$ cat config.mk
export PLATFORM = sky130hd
export DESIGN_NAME = least_loaded_replica_picker_unit
export DESIGN_NICKNAME = d
export VERILOG_FILES = /design/src/rtl/llrp_pkg.sv /design/src/rtl/llrp_ctrl.sv /design/src/rtl/llrp_dpath.sv /design/src/rtl/least_loaded_replica_picker_unit.sv
export SDC_FILE = /design/constraint.sdc
export NUM_CORES = 2
export LEC_CHECK = 0
export ABC_AREA = 1
export BUFFER_PORTS_ARGS = -buffer_cell sky130_fd_sc_hd__clkbuf_2
export CAP_MARGIN = 30
export CORE_ASPECT_RATIO = 0.5
export CORE_MARGIN = 4
export CORE_UTILIZATION = 25
export DETAILED_ROUTE_END_ITERATION = 8
export HOLD_SLACK_MARGIN = 0.03
export PLACE_DENSITY = 0.45
export SYNTH_ARGS = -nofsm -noshare
export SYNTH_HDL_FRONTEND = slang
export SYNTH_SLANG_ARGS = --single-unit
$ cat constraint.sdc
create_clock -name clk -period 5.3 [get_ports clk]
set_input_delay 1.06 -clock clk [delete_from_list [all_inputs] [get_ports clk]]
set_output_delay 1.06 -clock clk [all_outputs]
set_load 0.005 [all_outputs]
$ cat src/rtl/llrp_pkg.sv
// Shared types, constants and codes for the least-loaded replica picker.
package llrp_pkg;

	// Defaults for the top-level parameters
	localparam int SLOTS_DEFAULT     = 16;
	localparam int LOAD_BITS_DEFAULT = 16;

	// Fixed field widths
	localparam int COUNT_W   = 5;
	localparam int TICK_W    = 32;
	localparam int MODE_W    = 2;
	localparam int REPLICA_W = 4;
	localparam int CHOSEN_W  = 4;
	localparam int CFG_IDX_W = 1;
	localparam int CFG_DATA_W = 32;

	localparam logic [TICK_W-1:0] RECOVERY_RESET = 32'd15000;
	localparam logic [TICK_W-1:0] TICK_MAX       = {TICK_W{1'b1}};

	// Item operation codes
	typedef logic [MODE_W-1:0] mode_t;
	localparam mode_t MODE_TICK    = 2'd0;
	localparam mode_t MODE_PICK    = 2'd1;
	localparam mode_t MODE_RELEASE = 2'd2;
	localparam mode_t MODE_FAIL    = 2'd3;

	// Configuration register indexes
	typedef logic [CFG_IDX_W-1:0] cfg_idx_t;
	localparam cfg_idx_t CFG_REPLICA_COUNT  = 1'd0;
	localparam cfg_idx_t CFG_RECOVERY_TICKS = 1'd1;

	// Controller states
	typedef enum logic [2:0] {
		S_IDLE,
		S_AGE,
		S_SCAN,
		S_BUMP,
		S_REL,
		S_FAIL,
		S_FIN
	} state_t;

	// Commands from controller to datapath
	typedef struct packed {
		logic start;
		logic age;
		logic scan;
		logic bump;
		logic release_one;
		logic fail_one;
		logic sel_best;
		logic sel_replica;
		logic load_out;
	} cmd_t;

	// Status from datapath to controller
	typedef struct packed {
		logic used_empty;
		logic scan_last_used;
		logic scan_last_all;
	} sts_t;

endpackage

$ cat src/rtl/llrp_ctrl.sv
// Controller state machine: sequences one item at a time through the datapath.
module llrp_ctrl (
	input  logic                 clk,
	input  logic                 arst_n,
	input  logic                 in_valid,
	output logic                 in_ready,
	input  llrp_pkg::mode_t      mode,
	output logic                 out_valid,
	input  logic                 out_ready,
	output llrp_pkg::cmd_t       cmd,
	input  llrp_pkg::sts_t       sts
);

	llrp_pkg::state_t state_q, state_d;
	logic out_valid_q;

	// State and result-valid registers
	always_ff @(posedge clk or negedge arst_n) begin
		if (!arst_n) begin
			state_q     <= llrp_pkg::S_IDLE;
			out_valid_q <= 1'b0;
		end else begin
			state_q <= state_d;
			if (cmd.load_out) begin
				out_valid_q <= 1'b1;
			end else if (out_ready) begin
				out_valid_q <= 1'b0;
			end
		end
	end

	assign out_valid = out_valid_q;
	assign in_ready  = (state_q == llrp_pkg::S_IDLE);

	// Next state and commands
	always_comb begin
		state_d = state_q;
		cmd     = '0;
		unique case (state_q)
			llrp_pkg::S_IDLE: begin
				if (in_valid) begin
					cmd.start = 1'b1;
					unique case (mode)
						llrp_pkg::MODE_TICK:    state_d = llrp_pkg::S_AGE;
						llrp_pkg::MODE_PICK:    state_d = sts.used_empty ? llrp_pkg::S_FIN
						                                                 : llrp_pkg::S_SCAN;
						llrp_pkg::MODE_RELEASE: state_d = llrp_pkg::S_REL;
						llrp_pkg::MODE_FAIL:    state_d = llrp_pkg::S_FAIL;
						default:                state_d = llrp_pkg::S_IDLE;
					endcase
				end
			end
			llrp_pkg::S_AGE: begin
				cmd.age = 1'b1;
				if (sts.scan_last_all) begin
					state_d = llrp_pkg::S_FIN;
				end
			end
			llrp_pkg::S_SCAN: begin
				cmd.scan = 1'b1;
				if (sts.scan_last_used) begin
					state_d = llrp_pkg::S_BUMP;
				end
			end
			llrp_pkg::S_BUMP: begin
				cmd.bump     = 1'b1;
				cmd.sel_best = 1'b1;
				state_d      = llrp_pkg::S_FIN;
			end
			llrp_pkg::S_REL: begin
				cmd.release_one = 1'b1;
				cmd.sel_replica = 1'b1;
				state_d         = llrp_pkg::S_FIN;
			end
			llrp_pkg::S_FAIL: begin
				cmd.fail_one    = 1'b1;
				cmd.sel_replica = 1'b1;
				state_d         = llrp_pkg::S_FIN;
			end
			llrp_pkg::S_FIN: begin
				cmd.sel_best = 1'b1;
				// hold the result until the output register is free
				if (!out_valid_q || out_ready) begin
					cmd.load_out = 1'b1;
					state_d      = llrp_pkg::S_IDLE;
				end
			end
			default: state_d = llrp_pkg::S_IDLE;
		endcase
	end

endmodule

$ cat src/rtl/llrp_dpath.sv
// Datapath: slot table, configuration registers, scan unit and result register.
module llrp_dpath #(
	parameter int REPLICA_SLOTS = llrp_pkg::SLOTS_DEFAULT,
	parameter int LOAD_BITS     = llrp_pkg::LOAD_BITS_DEFAULT
) (
	input  logic                              clk,
	input  logic                              arst_n,
	input  logic                              cfg_valid,
	input  llrp_pkg::cfg_idx_t                cfg_index,
	input  logic [llrp_pkg::CFG_DATA_W-1:0]   cfg_data,
	input  logic [llrp_pkg::REPLICA_W-1:0]    replica,
	input  llrp_pkg::cmd_t                    cmd,
	output llrp_pkg::sts_t                    sts,
	output logic                              granted,
	output logic [llrp_pkg::CHOSEN_W-1:0]     chosen,
	output logic [LOAD_BITS-1:0]              chosen_load
);

	localparam int SLOT_W = (REPLICA_SLOTS > 1) ? $clog2(REPLICA_SLOTS) : 1;
	localparam logic [LOAD_BITS-1:0] LOAD_MAX = {LOAD_BITS{1'b1}};

	// Configuration registers
	logic [llrp_pkg::COUNT_W-1:0] count_q;
	logic [llrp_pkg::TICK_W-1:0]  recovery_q;

	// Slot table
	logic                        healthy_q [REPLICA_SLOTS];
	logic [llrp_pkg::TICK_W-1:0] since_q   [REPLICA_SLOTS];
	logic [LOAD_BITS-1:0]        load_q    [REPLICA_SLOTS];

	// Scan state
	logic [SLOT_W-1:0]            scan_q, best_q;
	logic [LOAD_BITS-1:0]         best_load_q;
	logic                         found_q;
	logic [llrp_pkg::REPLICA_W-1:0] replica_q;

	// Result register
	logic                         granted_q;
	logic [llrp_pkg::CHOSEN_W-1:0] chosen_q;
	logic [LOAD_BITS-1:0]         chosen_load_q;

	logic [llrp_pkg::COUNT_W-1:0] used, new_used;
	logic [SLOT_W-1:0]            idx;
	logic                         rd_healthy, recover, eff_healthy, better, replica_ok;
	logic [llrp_pkg::TICK_W-1:0]  rd_since;
	logic [LOAD_BITS-1:0]         rd_load;
	logic                         cfg_count_wr;

	// Clamp the slot count to the table depth
	assign used = (int'(count_q) > REPLICA_SLOTS) ? llrp_pkg::COUNT_W'(REPLICA_SLOTS) : count_q;
	assign new_used = (int'(cfg_data[llrp_pkg::COUNT_W-1:0]) > REPLICA_SLOTS)
		? llrp_pkg::COUNT_W'(REPLICA_SLOTS) : cfg_data[llrp_pkg::COUNT_W-1:0];
	assign cfg_count_wr = cfg_valid && (cfg_index == llrp_pkg::CFG_REPLICA_COUNT);

	// Single table port: scan slot, best slot or addressed replica
	assign idx = cmd.sel_best ? best_q :
	             (cmd.sel_replica ? SLOT_W'(replica_q) : scan_q);
	assign rd_healthy  = healthy_q[idx];
	assign rd_since    = since_q[idx];
	assign rd_load     = load_q[idx];
	assign recover     = !rd_healthy && (rd_since > recovery_q);
	assign eff_healthy = rd_healthy || recover;
	assign better      = eff_healthy && (!found_q || (rd_load < best_load_q));
	assign replica_ok  = int'(replica_q) < int'(used);

	assign sts.used_empty     = (used == '0);
	assign sts.scan_last_used = (int'(scan_q) + 1) >= int'(used);
	assign sts.scan_last_all  = (scan_q == SLOT_W'(REPLICA_SLOTS - 1));

	// Configuration registers
	always_ff @(posedge clk or negedge arst_n) begin
		if (!arst_n) begin
			count_q    <= '0;
			recovery_q <= llrp_pkg::RECOVERY_RESET;
		end else if (cfg_valid) begin
			case (cfg_index)
				llrp_pkg::CFG_REPLICA_COUNT:  count_q    <= cfg_data[llrp_pkg::COUNT_W-1:0];
				llrp_pkg::CFG_RECOVERY_TICKS: recovery_q <= cfg_data[llrp_pkg::TICK_W-1:0];
				default: ;
			endcase
		end
	end

	// Slot table updates
	always_ff @(posedge clk or negedge arst_n) begin
		if (!arst_n) begin
			for (int s = 0; s < REPLICA_SLOTS; s++) begin
				healthy_q[s] <= 1'b1;
				since_q[s]   <= '0;
				load_q[s]    <= '0;
			end
		end else begin
			// start newly added slots fresh
			if (cfg_count_wr) begin
				for (int s = 0; s < REPLICA_SLOTS; s++) begin
					if (s >= int'(used) && s < int'(new_used)) begin
						healthy_q[s] <= 1'b1;
						since_q[s]   <= '0;
						load_q[s]    <= '0;
					end
				end
			end
			if (cmd.age && (rd_since != llrp_pkg::TICK_MAX)) begin
				since_q[idx] <= rd_since + 1'b1;
			end
			if (cmd.scan && recover) begin
				healthy_q[idx] <= 1'b1;
			end
			if (cmd.bump && found_q && (rd_load != LOAD_MAX)) begin
				load_q[idx] <= rd_load + 1'b1;
			end
			if (cmd.release_one && replica_ok && (rd_load != '0)) begin
				load_q[idx] <= rd_load - 1'b1;
			end
			if (cmd.fail_one && replica_ok) begin
				healthy_q[idx] <= 1'b0;
				since_q[idx]   <= '0;
			end
		end
	end

	// Scan counter and running minimum
	always_ff @(posedge clk or negedge arst_n) begin
		if (!arst_n) begin
			scan_q  <= '0;
			found_q <= 1'b0;
		end else if (cmd.start) begin
			scan_q  <= '0;
			found_q <= 1'b0;
		end else begin
			if (cmd.age || cmd.scan) begin
				scan_q <= scan_q + 1'b1;
			end
			if (cmd.scan && better) begin
				found_q <= 1'b1;
			end
		end
	end

	// Best slot payload
	always_ff @(posedge clk) begin
		if (cmd.start) begin
			best_q <= '0;
		end else if (cmd.scan && better) begin
			best_q      <= scan_q;
			best_load_q <= rd_load;
		end
		if (cmd.start) begin
			replica_q <= replica;
		end
	end

	// Result register
	always_ff @(posedge clk) begin
		if (cmd.load_out) begin
			granted_q     <= found_q;
			chosen_q      <= found_q ? llrp_pkg::CHOSEN_W'(best_q) : '0;
			chosen_load_q <= found_q ? rd_load : '0;
		end
	end

	assign granted     = granted_q;
	assign chosen      = chosen_q;
	assign chosen_load = chosen_load_q;

	// A bumped grant never leaves the winner at zero load
	a_bump_nonzero: assert property (@(posedge clk) disable iff (!arst_n)
		(cmd.bump && found_q) |=> (load_q[best_q] != '0))
		else $error("granted slot load is zero after bump");

	// The running winner stays healthy while it is held
	a_best_healthy: assert property (@(posedge clk) disable iff (!arst_n)
		(found_q && (cmd.bump || cmd.load_out)) |-> healthy_q[best_q])
		else $error("best slot is not healthy");

	// A result loaded with a grant names a slot in use
	a_grant_in_use: assert property (@(posedge clk) disable iff (!arst_n)
		(cmd.load_out && found_q) |-> (int'(best_q) < int'(used)))
		else $error("granted slot outside the slots in use");

endmodule

$ cat src/rtl/least_loaded_replica_picker_unit.sv
// Least-loaded replica picker: top level joining controller and datapath.
//
// One item is worked on at a time. A tick walks every table slot; a pick walks
// the slots in use one per cycle for recovery and the minimum load, then bumps
// the winner, and goes straight to the result when no slot is in use; a
// release or a fail works on the addressed replica alone. Item steps reach the
// slot table through a single port, one slot per step. Results go to an output
// register, so a finished item waits there while the next one is taken; the
// block stalls only when a second result is ready before the first was taken.
// Configuration writes are taken every cycle and must arrive while the block
// is idle; raising the slot count starts the added slots healthy with zero
// load and zero elapsed ticks.
module least_loaded_replica_picker_unit #(
	parameter int REPLICA_SLOTS = llrp_pkg::SLOTS_DEFAULT,
	parameter int LOAD_BITS     = llrp_pkg::LOAD_BITS_DEFAULT
) (
	input  logic                              clk,
	input  logic                              arst_n,
	input  logic                              in_valid,
	output logic                              in_ready,
	input  logic [llrp_pkg::MODE_W-1:0]       mode,
	input  logic [llrp_pkg::REPLICA_W-1:0]    replica,
	output logic                              out_valid,
	input  logic                              out_ready,
	output logic                              granted,
	output logic [llrp_pkg::CHOSEN_W-1:0]     chosen,
	output logic [LOAD_BITS-1:0]              chosen_load,
	input  logic                              cfg_valid,
	output logic                              cfg_ready,
	input  logic [llrp_pkg::CFG_IDX_W-1:0]    cfg_index,
	input  logic [llrp_pkg::CFG_DATA_W-1:0]   cfg_data
);

	llrp_pkg::cmd_t cmd;
	llrp_pkg::sts_t sts;

	// Configuration writes are always accepted
	assign cfg_ready = 1'b1;

	llrp_ctrl u_ctrl (
		.clk       (clk),
		.arst_n    (arst_n),
		.in_valid  (in_valid),
		.in_ready  (in_ready),
		.mode      (llrp_pkg::mode_t'(mode)),
		.out_valid (out_valid),
		.out_ready (out_ready),
		.cmd       (cmd),
		.sts       (sts)
	);

	llrp_dpath #(
		.REPLICA_SLOTS (REPLICA_SLOTS),
		.LOAD_BITS     (LOAD_BITS)
	) u_dpath (
		.clk         (clk),
		.arst_n      (arst_n),
		.cfg_valid   (cfg_valid),
		.cfg_index   (llrp_pkg::cfg_idx_t'(cfg_index)),
		.cfg_data    (cfg_data),
		.replica     (replica),
		.cmd         (cmd),
		.sts         (sts),
		.granted     (granted),
		.chosen      (chosen),
		.chosen_load (chosen_load)
	);

endmodule

After elaboration in Yosys (flattened, before gate mapping)

Index checks and enable logic that the tools add are counted.

Word-level logic and storage cells: 281
Input port bits: 44
Output and inout port bits: 24
Register bits: 875

Order comparisons: 40
Muxes and demuxes: 103
Eq/ne operators: 16
Reductions and logical operators: 49
Bitwise gates (word level): 8
Add/subtract/negate cells: 5

Operators by type and width:

| kind                                                             | number |
|---|---|
| two-way mux 512 bit                                              | 3 |
| two-way mux 256 bit                                              | 3 |
| two-way mux 32 bit                                               | 19 |
| AND 512 bit                                                      | 1 |
| bitwise mux 256 bit                                              | 2 |
| bitwise mux 512 bit                                              | 1 |
| NOT 512 bit                                                      | 1 |
| two-way mux 16 bit                                               | 22 |
| binary-select mux 32 bit (select 4 bit)                          | 1 |
| demux 32 bit (select 4 bit)                                      | 1 |
| binary-select mux 16 bit (select 4 bit)                          | 1 |
| demux 16 bit (select 4 bit)                                      | 1 |
| greater-or-equal comparator 4 x 5 -> 1 bit, first input constant | 8 |
| less-than comparator 4 x 5 -> 1 bit, first input constant        | 8 |
| two-way mux 1 bit                                                | 34 |
| adder 32 x 1 -> 32 bit, second input constant                    | 1 |
| greater-or-equal comparator 32 x 6 -> 1 bit                      | 1 |
| > comparator 32 bit                                              | 1 |
| inequality test 32 bit, second input constant                    | 1 |
| logical AND 1 bit                                                | 28 |
| greater-or-equal comparator 3 x 5 -> 1 bit, first input constant | 4 |
| less-than comparator 3 x 5 -> 1 bit, first input constant        | 4 |
| adder 16 x 1 -> 16 bit, second input constant                    | 1 |
| AND 16 bit                                                       | 1 |
| other kinds (43)                                                 | 73 |

Logic depth before layout (Yosys ltp)

Depth in word-level cells: 16
Depth in mapped cells: 34
Gate-level depth less buffers: 27

Hierarchy

From an unflattened synthesis, not the netlist that was laid out.

Cells, all modules: 8099
Area total of the unflattened synthesis: 54084.4 um^2

By module, submodules not included:

| module                           | times used | area each (um^2) | cells an instance | seq. area each (um^2) |
|---|---|---|---|---|
| llrp_dpath                       | 1          | 53652.7          | 8034              | 22009.9 |
| llrp_ctrl                        | 1          | 420.4            | 63                | 100.1 |
| least_loaded_replica_picker_unit | 1          | 11.3             | 2                 | 0.0 |

Worst setup path after synthesis

OpenSTA, ideal clock, no wires.

Path kind: reg2reg
Start point: register u_ctrl.state_q[1]
End point: register u_dpath.best_load_q[0] (enable)
Data required time: 4.936 ns
Library setup time: 0.364 ns
Stages on the path, launching flop included: 29
Slack: 0.921 ns
Clock period less this slack: 4.379 ns
Arrival: 4.015 ns
Buffers on the path: 6
Cells stage by stage: dfrtp_1 -> buf_6 -> inv_6 -> nand2_2 -> buf_6 -> nand2_2 -> o21ai_2 -> o21ai_1 -> buf_2 -> nand2_2 -> buf_4 -> o22ai_1 -> o21ai_0 -> nand2_1 -> nor2_1 -> buf_2 -> clkbuf_1 -> ha_1 -> inv_1 -> a21oi_1 -> o21a_1 -> o221ai_1 -> a21oi_1 -> o21ai_0 -> a21oi_1 -> nand2b_1 -> a21oi_1 -> nand2_1 -> inv_1

Word-level cells in the longest chain between the ends: 15
Elaborated cells between the ends (all ways): 34
Those cells by class: order compare: 2; eq/ne: 5; mux: 15; bitwise: 2; reduce/logical: 10

Ends and longest elaborated chain:

| what                                                                                              | line                                                 | text |
|---|---|---|
| start, declared                                                                                   | llrp_ctrl.sv:14                                      | `llrp_pkg::state_t state_q, state_d;` |
| start signal, assigned                                                                            | llrp_ctrl.sv:20                                      | `state_q <= llrp_pkg::S_IDLE;` |
| start signal, assigned                                                                            | llrp_ctrl.sv:23                                      | `state_q <= state_d;` |
| == test 3 bit                                                                                     | llrp_ctrl.sv:39                                      | `unique case (state_q)` |
| OR reduction 2 bit (no line)                                                                      | n/a                                                  |  |
| two-way mux 1 bit                                                                                 | llrp_ctrl.sv:39                                      |  |
| two-way mux 4 bit                                                                                 | llrp_dpath.sv:57                                     | `(cmd.sel_replica ? SLOT_W'(replica_q) : scan_q);` |
| two-way mux 4 bit                                                                                 | llrp_dpath.sv:56                                     | `assign idx = cmd.sel_best ? best_q :` |
| NOT 4 -> 5 bit (implied by the code)                                                              | llrp_dpath.sv:58, llrp_dpath.sv:59, llrp_dpath.sv:60 |  |
| binary-select mux 32 bit (select 4 bit) or binary-select mux 1 bit (select 4 bit) (tied branches) | llrp_dpath.sv:59, llrp_dpath.sv:58                   |  |
| two-way mux 32 bit (implied by the code) or two-way mux 1 bit (tied branches) (2 in a row)        | llrp_dpath.sv:59, llrp_dpath.sv:58                   |  |
| > comparator 32 bit or zero test 1 bit (tied branches)                                            | llrp_dpath.sv:61                                     | `assign recover = !rd_healthy && (rd_since > recovery_q);` |
| logical AND 1 bit                                                                                 | llrp_dpath.sv:61                                     |  |
| logical OR 1 bit                                                                                  | llrp_dpath.sv:62                                     | `assign eff_healthy = rd_healthy \|\| recover;` |
| logical AND 1 bit                                                                                 | llrp_dpath.sv:63                                     | `assign better = eff_healthy && (!found_q \|\| (rd_load < best_load_q));` |
| logical AND 1 bit                                                                                 | llrp_dpath.sv:144                                    | `end else if (cmd.scan && better) begin` |
| AND reduction 2 bit (no line) *                                                                   | n/a                                                  |  |
| end signal, assigned                                                                              | llrp_dpath.sv:146                                    | `best_load_q <= rd_load;` |
| end, declared                                                                                     | llrp_dpath.sv:33                                     | `logic [LOAD_BITS-1:0] best_load_q;` |

Mark *: on every way between the ends. The rest lies on a longest branch, timed or not. The select of a mux whose other input is x is not followed.
A chain may end at the register's enable or synchronous reset.

Worst setup path after layout

Start point: register u_ctrl.state_q[1]
End point: register u_dpath.best_load_q[7] (enable)

Same word-level chain as after synthesis.

==> impl_metrics.ini <==
[die]
dieArea_sq_um = 230000
die_w_um = 675
die_h_um = 341
io_pins = 68
core_region_area_sq_um = 221000
start_util_pct = 25.1
num_rows = 122

[routing]
ant_nets = 0
drc = 0
first_pass_iters = 6
via_count = 57800
drt_iter0_markers = 6858
wirelength_mm = 278
drt-wirelength-per-cell_um = 24.4
viasPerCell = 5.06

[worst_setup_path]
required_ns = 5.70
worstPathArrival_ns = 5.53
worstPathMaxFanout = 25
crit_path_start_kind = register
end_kind = register
critical_path_class = register to register

[synthesis]
synthDistinctLibCells = 64
synth_edf_count = 41
yosysMostFrequentCell = nand2_1
synthCells = 8387
yosys_warnings = 0
syn_area_sq_um = 55600
synth_ff_type = dfrtp_1
postSynth.asyncResetShare_pct = 94.9
netlist_top_cells_area = dfrtp_1 (36%), nand2_1 (20%), nand3_1 (6.4%)
synth_commonest_cells = nand2_1 (2904), nor2_1 (913), dfrtp_1 (807)
synth_top_cell_area_share_pct = 36.3
yosysTopAreaCell = dfrtp_1
syn_area_per_cell_sq_um = 6.63
syn_nets = 8495
synth_seq_cells = 875
seq_area_frac_synth_pct = 39.8

[grt]
gr-total-overflow = 0
grt_first_pass_wirelength_mm = 400
met3_usage_pct = 2.78
met2_usage_pct = 36.8
grt_pass1_vias = 54000
grt_max_degree = 109
top_usage_layer = met2
use_met1_pct = 33.1
grtUsageTotal_pct = 23.6
antenna_found_initial = 8

[timing]
setup_tns_ns = 0
relSlewSlack_pct = 26.3
fin_crit_ns = 5.12
setup_viol = 0
fmax_ghz = 0.195
rsz0062_at_grt = no
period_share_pct = 96.7
finClkSkew_ns = 0.0536
fin_ws_ns = 0.177
tightestPinTransition_ns = 1.10
slew_violations = 0
hold_viol = 0

[clock_tree]
cts_num_sinks = 875
clockRootBuffer = clkbuf_16
cts_hold_buf = 0
cts_buffers = 102
max-clock-path-buffers = 3
path_clk_slew_ns = 0.06
clock_latency_ns = 0.75
cts_tree = yes
htreeDepth = 3

[layout]
final_nets = 8469
fin_cells = 11400
layout-drive-gt1-share_pct = 10.5
areaGrowthSynthToFinish_pct = 15.2

[placement]
post-dp-hpwl_mm = 194
dpl.cell_count = 11200
dp_slack_ns = -0.161
portBuffers = 66
gp_congestion = 0.959

[worst_hold_path]
hold_class = input pin to asynchronous set/reset pin

[run_status]
status = completed

[run]
cap_violations = 0
[worst max-delay path: stages, from the launching register on]
cell      delay (ns)
dfrtp_2         0.49
inv_6           0.09
nand2_2         0.15
o21ai_2         0.26
nand2_1         0.14
nand2_4         0.19
buf_4           0.64
nand2_1         0.15
o211ai_1        0.21
nand2_1         0.11
nand2_1         0.10
nor2_1          0.11
ha_1            0.31
nand4_1         0.13
nor2_1          0.12
inv_1           0.06
nor4_1          0.25
buf_4           0.21
a21oi_1         0.07
nand2b_2        0.27
a21oi_2         0.29
nand2_1         0.11
inv_1           0.11
buf_12          0.17
[registers in the layout (all words and copies together), names as in the netlist, 3 cells and up]
register,count
u_dpath.since_q,512
u_dpath.load_q,256
u_dpath.recovery_q,32
u_dpath.best_load_q,16
u_dpath.chosen_load,16
u_dpath.healthy_q,16
u_dpath.count_q,5
u_dpath.best_q,4
u_dpath.chosen,4
u_dpath.replica_q,4
u_dpath.scan_q,4
u_ctrl.state_q,3
[placed cells by master, fill, tap and decap left out, drive strengths merged, types with 64 or more instances in the layout]
cell type / Yosys / layout
a21oi: 653 / 653
inv: 732 / 736
nand2: 2924 / 2925
dfrtp: 807 / 807
nand3: 749 / 749
nand4: 79 / 79
o21ai: 542 / 542
ha: 64 / 64
buf: 308 / 347
nor2: 980 / 980
clkbuf: 235 / 216
[timing repair]
item                       4_1_cts  5_1_grt
setup buffers                    0        4
setup endpoints to repair       21      429
gates cloned                     0        1
pin swaps                        0        1
resized for setup                5       21
[path summary, 6_finish.rpt]
check / start / to / slack (ns) / cells past startpoint
setup / recovery: u_ctrl.state_q[1]$_DFFE_PN0P_ / u_dpath.best_load_q[7]$_DFFE_PP_ / 0.18 / 23
hold / removal: arst_n / u_dpath.load_q[241]$_DFF_PN0_ / 0.35 / 1
setup reg to reg: u_ctrl.state_q[1]$_DFFE_PN0P_ / u_dpath.best_load_q[7]$_DFFE_PP_ / 0.18 / 23
hold reg to reg: u_dpath.healthy_q[3]$_DFF_PN1_ / u_dpath.healthy_q[3]$_DFF_PN1_ / 0.49 / 2
max in group asynchronous: arst_n / u_dpath.load_q[64]$_DFF_PN0_ / 3.54 / 2
min in group clk: u_dpath.healthy_q[3]$_DFF_PN1_ / u_dpath.healthy_q[3]$_DFF_PN1_ / 0.49 / 2
[logic make-up (layout without fill, tap and decap cells)]
logic type / after synthesis / count (layout) / synth area share, %
buffers and inverters: 1287 / 1347 / 10.1
xor gates and xnor gates: 16 / 16 / 0.279
AOI/OAI and AO/OA: 1314 / 1314 / 12.4
adders and majority gates: 64 / 64 / 1.44
other: 1 / 2 / 0.00675
and+or+nand+nor: 4830 / 4831 / 36.1
DFF: 875 / 875 / 39.8
[through the flow]
step	instance area [sq um]	utilization [%]	hold WS [ns]
floorplan	55600	-	0.453
global placement	60300	27.3	0.475
detailed placement	60400	27.3	0.481
CTS	63900	28.9	0.357
global route	64000	28.9	0.392
finish	64000	28.9	0.352
[area by class of cell]
| cell class | count | area (sq um) |
|---|---|---|
| clock inverters | 40 | 449 |
| fillers | 24400 | 157000 |
| inverters | 744 | 2840 |
| flip-flops and latches | 875 | 22100 |
| multi-input cells | 6226 | 28200 |
| clock buffers | 151 | 3000 |
| diodes | 1 | 2.50 |
| repair buffers | 412 | 3640 |
| well taps | 2976 | 3720 |
[layer usage]
metal	routed length, um	vias up
met5	0	-
met4	12200	0
met3	19900	467
met2	123000	2592
met1	124000	28200
li1	-	26600
Power is left out: the tool's default activity adds up to more than one toggle a clock period on the data nets, which glitch-free logic cannot reach.
